`config.mk`:
```
export PLATFORM = sky130hd
export DESIGN_NAME = command_frame_builder_crc16
export DESIGN_NICKNAME = d
export VERILOG_FILES = /design/src/rtl/cfb_pkg.sv /design/src/rtl/cfb_crc_byte.sv /design/src/rtl/command_frame_builder_crc16.sv
export SDC_FILE = /design/constraint.sdc
export NUM_CORES = 1
export LEC_CHECK = 0
export ABC_AREA = 0
export BUFFER_PORTS_ARGS = -buffer_cell sky130_fd_sc_hd__buf_4
export CAP_MARGIN = 20
export CORE_MARGIN = 1.5
export CORE_UTILIZATION = 50
export DETAILED_ROUTE_END_ITERATION = 8
export GPL_ROUTABILITY_DRIVEN = 0
export PLACE_DENSITY = 0.69
export SLEW_MARGIN = 10
export SYNTH_ARGS = -nofsm -noshare
export SYNTH_HDL_FRONTEND = slang
export SYNTH_SLANG_ARGS = --single-unit
export TNS_END_PERCENT = 5
```
`constraint.sdc`:
```
create_clock -name clk -period 6.6 [get_ports clk]
set_input_delay 1.65 -clock clk [delete_from_list [all_inputs] [get_ports clk]]
set_output_delay 1.65 -clock clk [all_outputs]
set_load 0.05 [all_outputs]
```
`src/rtl/cfb_pkg.sv`:
```
// Shared types and constants for the command frame builder.
`timescale 1ns / 1ps

package cfb_pkg;

	// Command word action codes
	localparam logic ACT_START = 1'b0;
	localparam logic ACT_DATA  = 1'b1;

	// Configuration register indexes
	localparam int         CFG_IDX_W    = 1;
	localparam logic [0:0] REG_CRC_SEED = 1'b0;
	localparam logic [0:0] REG_CRC_POLY = 1'b1;

	localparam logic [15:0] CRC_SEED_RST  = 16'hFFFF;
	localparam logic [15:0] CRC_POLY_RST  = 16'hA001;
	localparam logic [15:0] CRC_VALUE_RST = 16'hFFFF;

	// Frame header bytes
	localparam logic [7:0] HDR0 = 8'hFF;
	localparam logic [7:0] HDR1 = 8'hAA;
	localparam logic [7:0] HDR2 = 8'h7F;

	// Byte position within the output run of one command word
	localparam int IDX_W = 3;
	// start word
	localparam logic [IDX_W-1:0] P_HDR0   = 3'd0;
	localparam logic [IDX_W-1:0] P_HDR1   = 3'd1;
	localparam logic [IDX_W-1:0] P_HDR2   = 3'd2;
	localparam logic [IDX_W-1:0] P_CODE   = 3'd3;
	localparam logic [IDX_W-1:0] P_LENLO  = 3'd4;
	localparam logic [IDX_W-1:0] P_LENHI  = 3'd5;
	localparam logic [IDX_W-1:0] P_SCRCLO = 3'd6;
	localparam logic [IDX_W-1:0] P_SCRCHI = 3'd7;
	// payload word
	localparam logic [IDX_W-1:0] P_DATA   = 3'd0;
	localparam logic [IDX_W-1:0] P_PCRCLO = 3'd1;
	localparam logic [IDX_W-1:0] P_PCRCHI = 3'd2;

	typedef struct packed {
		logic        action;
		logic [7:0]  frame_code;
		logic [15:0] frame_length;
		logic [7:0]  data_byte;
		logic        final_flag;
	} cmd_t;

	typedef struct packed {
		logic [7:0] out_byte;
		logic       end_of_frame;
		logic       end_of_run;
	} frm_t;

endpackage

```
`src/rtl/cfb_crc_byte.sv`:
```
// One-byte update of a reflected CRC-16 with programmable polynomial.
`timescale 1ns / 1ps

module cfb_crc_byte (
	input  logic [15:0] crc_in,
	input  logic [7:0]  data,
	input  logic [15:0] poly,
	output logic [15:0] crc_out
);
	import cfb_pkg::*;

	always_comb begin
		logic [15:0] c;
		c = crc_in ^ {8'h00, data};
		for (int k = 0; k < 8; k++) begin
			if (c[0]) begin
				c = (c >> 1) ^ poly;
			end else begin
				c = c >> 1;
			end
		end
		crc_out = c;
	end

endmodule

```
`src/rtl/command_frame_builder_crc16.sv`:
```
// Command frame builder: header, payload and CRC-16 trailer, one payload byte per word.
//
//  channel | valid     | stall     | word
//  --------+-----------+-----------+---------------------------
//  command | cmd_valid | cmd_stall | cmd_word (cfb_pkg::cmd_t)
//  frame   | frm_valid | frm_stall | frm_word (cfb_pkg::frm_t)
//  config  | cfg_we    | -         | cfg_index, cfg_data
//
// A start word gives 6 bytes (8 with final_flag), a payload word 1 (3 with final_flag);
// frm_word moves one byte per cycle unless stalled; a word holds the input to its last byte.
// The next command word is taken in the cycle its predecessor's last byte is loaded.
// The CRC takes in each loaded non-CRC byte; output passes the held-word and output register.
// Reset clears the held-word and output valid flags, the frame-open flag and the registers.
// frm_stall freezes a valid output word; the command side stalls until a held word is done.
`timescale 1ns / 1ps

module command_frame_builder_crc16 (
	input  logic                         clk,
	input  logic                         arst_n,
	input  logic                         cmd_valid,
	output logic                         cmd_stall,
	input  cfb_pkg::cmd_t                cmd_word,
	output logic                         frm_valid,
	input  logic                         frm_stall,
	output cfb_pkg::frm_t                frm_word,
	input  logic                         cfg_we,
	input  logic [cfb_pkg::CFG_IDX_W-1:0] cfg_index,
	input  logic [15:0]                  cfg_data
);
	import cfb_pkg::*;

	logic [15:0]      seed_q, poly_q, crc_q;
	logic             open_q;
	cmd_t             item_q;
	logic             item_vld_q;
	logic [IDX_W-1:0] idx_q;
	frm_t             frm_q;
	logic             frm_vld_q;

	logic             is_start, is_data, is_eof, is_last;
	logic [IDX_W-1:0] last_idx;
	logic [7:0]       byte_sel;
	logic [15:0]      crc_base, crc_next;
	logic             out_ld, done, cmd_acc, keep;

	always_comb begin
		is_start = (item_q.action == ACT_START);
		byte_sel = crc_q[7:0];
		is_data  = 1'b0;
		is_eof   = 1'b0;
		if (is_start) begin
			last_idx = item_q.final_flag ? P_SCRCHI : P_LENHI;
			case (idx_q)
				P_HDR0:   begin byte_sel = HDR0;                      is_data = 1'b1; end
				P_HDR1:   begin byte_sel = HDR1;                      is_data = 1'b1; end
				P_HDR2:   begin byte_sel = HDR2;                      is_data = 1'b1; end
				P_CODE:   begin byte_sel = item_q.frame_code;         is_data = 1'b1; end
				P_LENLO:  begin byte_sel = item_q.frame_length[7:0];  is_data = 1'b1; end
				P_LENHI:  begin byte_sel = item_q.frame_length[15:8]; is_data = 1'b1; end
				P_SCRCLO: byte_sel = crc_q[7:0];
				P_SCRCHI: begin byte_sel = crc_q[15:8]; is_eof = 1'b1; end
				default:  byte_sel = crc_q[7:0];
			endcase
		end else begin
			last_idx = item_q.final_flag ? P_PCRCHI : P_DATA;
			case (idx_q)
				P_DATA:   begin byte_sel = item_q.data_byte; is_data = 1'b1; end
				P_PCRCLO: byte_sel = crc_q[7:0];
				P_PCRCHI: begin byte_sel = crc_q[15:8]; is_eof = 1'b1; end
				default:  byte_sel = crc_q[7:0];
			endcase
		end
		is_last = (idx_q == last_idx);
	end

	// first header byte starts from the seed
	assign crc_base = (is_start && idx_q == P_HDR0) ? seed_q : crc_q;

	cfb_crc_byte u_crc (
		.crc_in  (crc_base),
		.data    (byte_sel),
		.poly    (poly_q),
		.crc_out (crc_next)
	);

	assign out_ld    = item_vld_q && (!frm_vld_q || !frm_stall);
	assign done      = out_ld && is_last;
	assign cmd_stall = item_vld_q && !done;
	assign cmd_acc   = cmd_valid && !cmd_stall;
	// payload outside a frame is dropped at the door
	assign keep      = (cmd_word.action == ACT_START) || open_q;

	always_ff @(posedge clk or negedge arst_n) begin
		if (!arst_n) begin
			seed_q     <= CRC_SEED_RST;
			poly_q     <= CRC_POLY_RST;
			crc_q      <= CRC_VALUE_RST;
			open_q     <= 1'b0;
			item_vld_q <= 1'b0;
			idx_q      <= '0;
			frm_vld_q  <= 1'b0;
		end else begin
			if (cfg_we) begin
				case (cfg_index)
					REG_CRC_SEED: seed_q <= cfg_data;
					REG_CRC_POLY: poly_q <= cfg_data;
					default:      seed_q <= seed_q;
				endcase
			end

			if (cmd_acc) begin
				if (cmd_word.action == ACT_START || open_q) begin
					open_q <= !cmd_word.final_flag;
				end
			end

			if (out_ld) begin
				if (is_data) begin
					crc_q <= crc_next;
				end
				idx_q <= is_last ? '0 : idx_q + 1'b1;
			end

			if (cmd_acc) begin
				item_vld_q <= keep;
			end else if (done) begin
				item_vld_q <= 1'b0;
			end

			if (out_ld) begin
				frm_vld_q <= 1'b1;
			end else if (!frm_stall) begin
				frm_vld_q <= 1'b0;
			end
		end
	end

	always_ff @(posedge clk) begin
		if (cmd_acc) begin
			item_q <= cmd_word;
		end
		if (out_ld) begin
			frm_q.out_byte     <= byte_sel;
			frm_q.end_of_frame <= is_eof;
			frm_q.end_of_run   <= is_last;
		end
	end

	assign frm_valid = frm_vld_q;
	assign frm_word  = frm_q;

endmodule

```
==> impl_metrics.yaml <==
status:
  status: "finished, final reports clean"
sta:
  finalHoldViolCount: 0
  final.setup.tns_ns: 0
  finalClockSkew_ns: 0.006181
  slew_viol_final: 0
  hold_ws_ns: 0.4906
  fmax_ghz: 0.1695
  slew_headroom_pct: 31.66
  tightest_slew_ns: 1.018
  setup_violations: 0
  final.min_clock_period_ns: 5.899
  grt_setup_unrepaired: "false"
  post-route-period-util_pct: 89.37
global_route:
  grt_pass1_wl_mm: 27.12
  grt_max_degree: 55
  antenna_found_initial: 0
  grt.total_usage_pct: 24.31
  grt_pass1_vias: 5223
  grt_overflow_total: 0
floorplan:
  start_util_pct: 51.60
  die_x_um: 120.1
  ios: 68
  die_y_um: 120.1
  core_area_um2: 13300
  dieArea_um2: 14430
  num_rows: 42
layout:
  multiInputGateArea_um2: 3820
  final_net_count: 764
  final_cells: 882
  fillers: 1114
  diodes: 0
  syn2layout_area_growth_pct: 11.80
  regArea_um2: 2716
  drive_gt1_share_pct: 27.48
cts:
  cts.htree.levels: 3
  clock_path_buffers: 2
  clock-sinks: 98
  numCtsBuffers: 9
  postCtsSetupRepairBufs: 0
  cts-resized-gates: 0
  cts_hold_buffers: 0
  worstSkewPairLatency_ns: 0.34
  cts_tree: "yes"
  path_clk_slew_ns: 0.07
  cts-root-buf: "clkbuf_16"
logic_synthesis:
  syn_inst: 665
  synthFlopType: "edfxtp_1"
  synth_cell_types: 80
  synthesis.nets: 728
  yosys-top-cells-area: "edfxtp_1 (19%), dfstp_2 (13%), xnor2_1 (9.2%)"
  seq_area_frac_synth_pct: 39.60
  synth_edf_count: 44
  avgSynthCellArea_um2: 10.32
  ys_ff_latch: 98
  synth_top_area_share_pct: 19.26
  async_flop_share_pct: 55.10
  syn-cell-area_um2: 6860
  synth-warning-count: 0
  synth_top_area_cell: "edfxtp_1"
detailed_routing:
  dr_wl_met2_mm: 8.135
  wl_met1_mm: 7.335
  top_layer: "met4"
  vias: 5358
  drtIter0Drc: 459
  drcViolationCount: 0
  vias_per_cell: 6.075
  postRouteAntennaNets: 0
  routed_wl_mm: 17.11
  wire_per_inst_um: 19.40
  dr.pass1.iters: 6
  dr_wl_met3_mm: 1.072
setup_path:
  crit_path_top_delay_cell: "xor3_2"
  cp_slowest_stage_delay_ns: 0.61
  crit_path_frequent_cell: "o21a_1"
  cp-end-kind: "register"
  cp.arrival_ns: 6.17
  path_cells: "inv_1 > ha_1 > nor2b_1 > buf_4 > a221oi_1 > a22o_2 > xor2_2 > nand3_1 > and3_1 > xor3_2 > nor3b_2 > o21a_1 > o21a_1 > o21a_1 > xnor3_1 > a31o_1 > a31oi_1"
  path_max_fanout: 16
  cp-start-kind: "register"
  required_ns: 6.87
  crit_type: "reg -> reg"
run:
  maxCapViolCount: 0
worst_hold_path:
  min_path_type: "reg -> reg"
place:
  hpwl_mm: 12.63
  port-buffer-count: 67
  dp.cells: 865
## per-layer routing
layer	GRT usage, %	vias to the layer above
li1	-	2484
met1	31.92	2582
met2	39.96	248
met3	3.612	44
met4	10.71	0
met5	0	-
## sequential cells by signal, indices dropped and copies added, names as in the netlist
signal,cells
poly_q,16
idx_q,3
item_q,34
item_vld_q,1
crc_q,16
seed_q,16
frm_valid,1
frm_word,10
open_q,1
## placed cells by master (no fill, tap or decap), drive strengths merged, types with 4 or more instances in the layout
cell	n
nor3	12
mux2i	16
buf	78
xor3	4
nand3	8
a21oi	11
a31o	12
inv	16
and2	4
nor2	29
nand4	14
dfstp	35
mux2	35
or3	7
a22o	12
o21ai	26
a211oi	4
a31oi	22
xnor3	10
xor2	9
ha	7
o31ai	6
dfrtp	19
a221oi	10
clkbuf	12
xnor2	73
and4	4
o21a	15
edfxtp	44
and3	4
nand2	99
## path summary, 6_finish.rpt
kind,startpoint,end,slack [ns],depth (start not counted)
max reg2reg,idx_q[0],crc_q[2],0.70,17
min reg2reg,item_vld_q,frm_valid,0.49,1
min in group asynchronous,arst_n,poly_q[9],1.34,1
min,item_vld_q,frm_valid,0.49,1
max in group asynchronous,arst_n,poly_q[1],4.79,1
max,idx_q[0],crc_q[2],0.70,17
## per-stage QoR
step / area, µm² / setup slack [ns] / util [%]
floorplan: 6860 / 1.983 / -
global placement: 7391 / 1.109 / 55.59
detailed placement: 7391 / 0.7995 / 55.59
CTS: 7665 / 0.7792 / 57.65
global route: 7670 / 0.2366 / 57.69
finish: 7670 / 0.7014 / 57.69
## synthesized netlist by cell type, types with 10 or more instances
master,number
a21oi_1,11
a221oi_1,10
a22o_1,11
a31o_1,11
a31oi_1,22
buf_2,10
clkbuf_1,30
dfrtp_1,19
dfstp_2,35
edfxtp_1,44
inv_1,13
mux2_2,34
mux2i_1,14
nand2_1,99
nand4_1,14
nor2_1,28
nor3_1,10
o21a_1,15
o21ai_0,23
xnor2_1,72
xnor3_1,10
## cell families (layout without fill, tap and decap cells)
group | count (synthesis) | after routing | share of synthesized area [%]
adders and majority gates | 7 | 7 | 1.277
and+or+nand+nor | 195 | 195 | 13.84
xor gates and xnor gates | 96 | 96 | 15.48
AOI/OAI and AO/OA | 150 | 150 | 16.58
muxes | 51 | 51 | 8.499
DFF | 98 | 98 | 39.60
buffers and inverters | 68 | 109 | 4.724
## critical path, delay by kind of cell, from the launching register on
kind | cells | cell delay (ns)
compound gates | 7 | 2.03
flops | 1 | 0.44
xor+xnor | 3 | 1.54
simple gates | 4 | 1.12
fa+ha+maj | 1 | 0.39
buf+inv | 2 | 0.29
## cell type report
| class | count | area share (%) |
|---|---|---|
| Tap cell | 176 | 2.871 |
| Multi-Input combinational cell | 499 | 49.80 |
| Inverter | 15 | 0.7341 |
| Clock buffer | 12 | 3.214 |
| Sequential cell | 98 | 35.42 |
| Clock inverter | 4 | 0.3589 |
| Timing Repair Buffer | 78 | 7.602 |
Power is left out: the tool's default activity adds up to more than one toggle a clock period on the data nets, which glitch-free logic cannot reach.
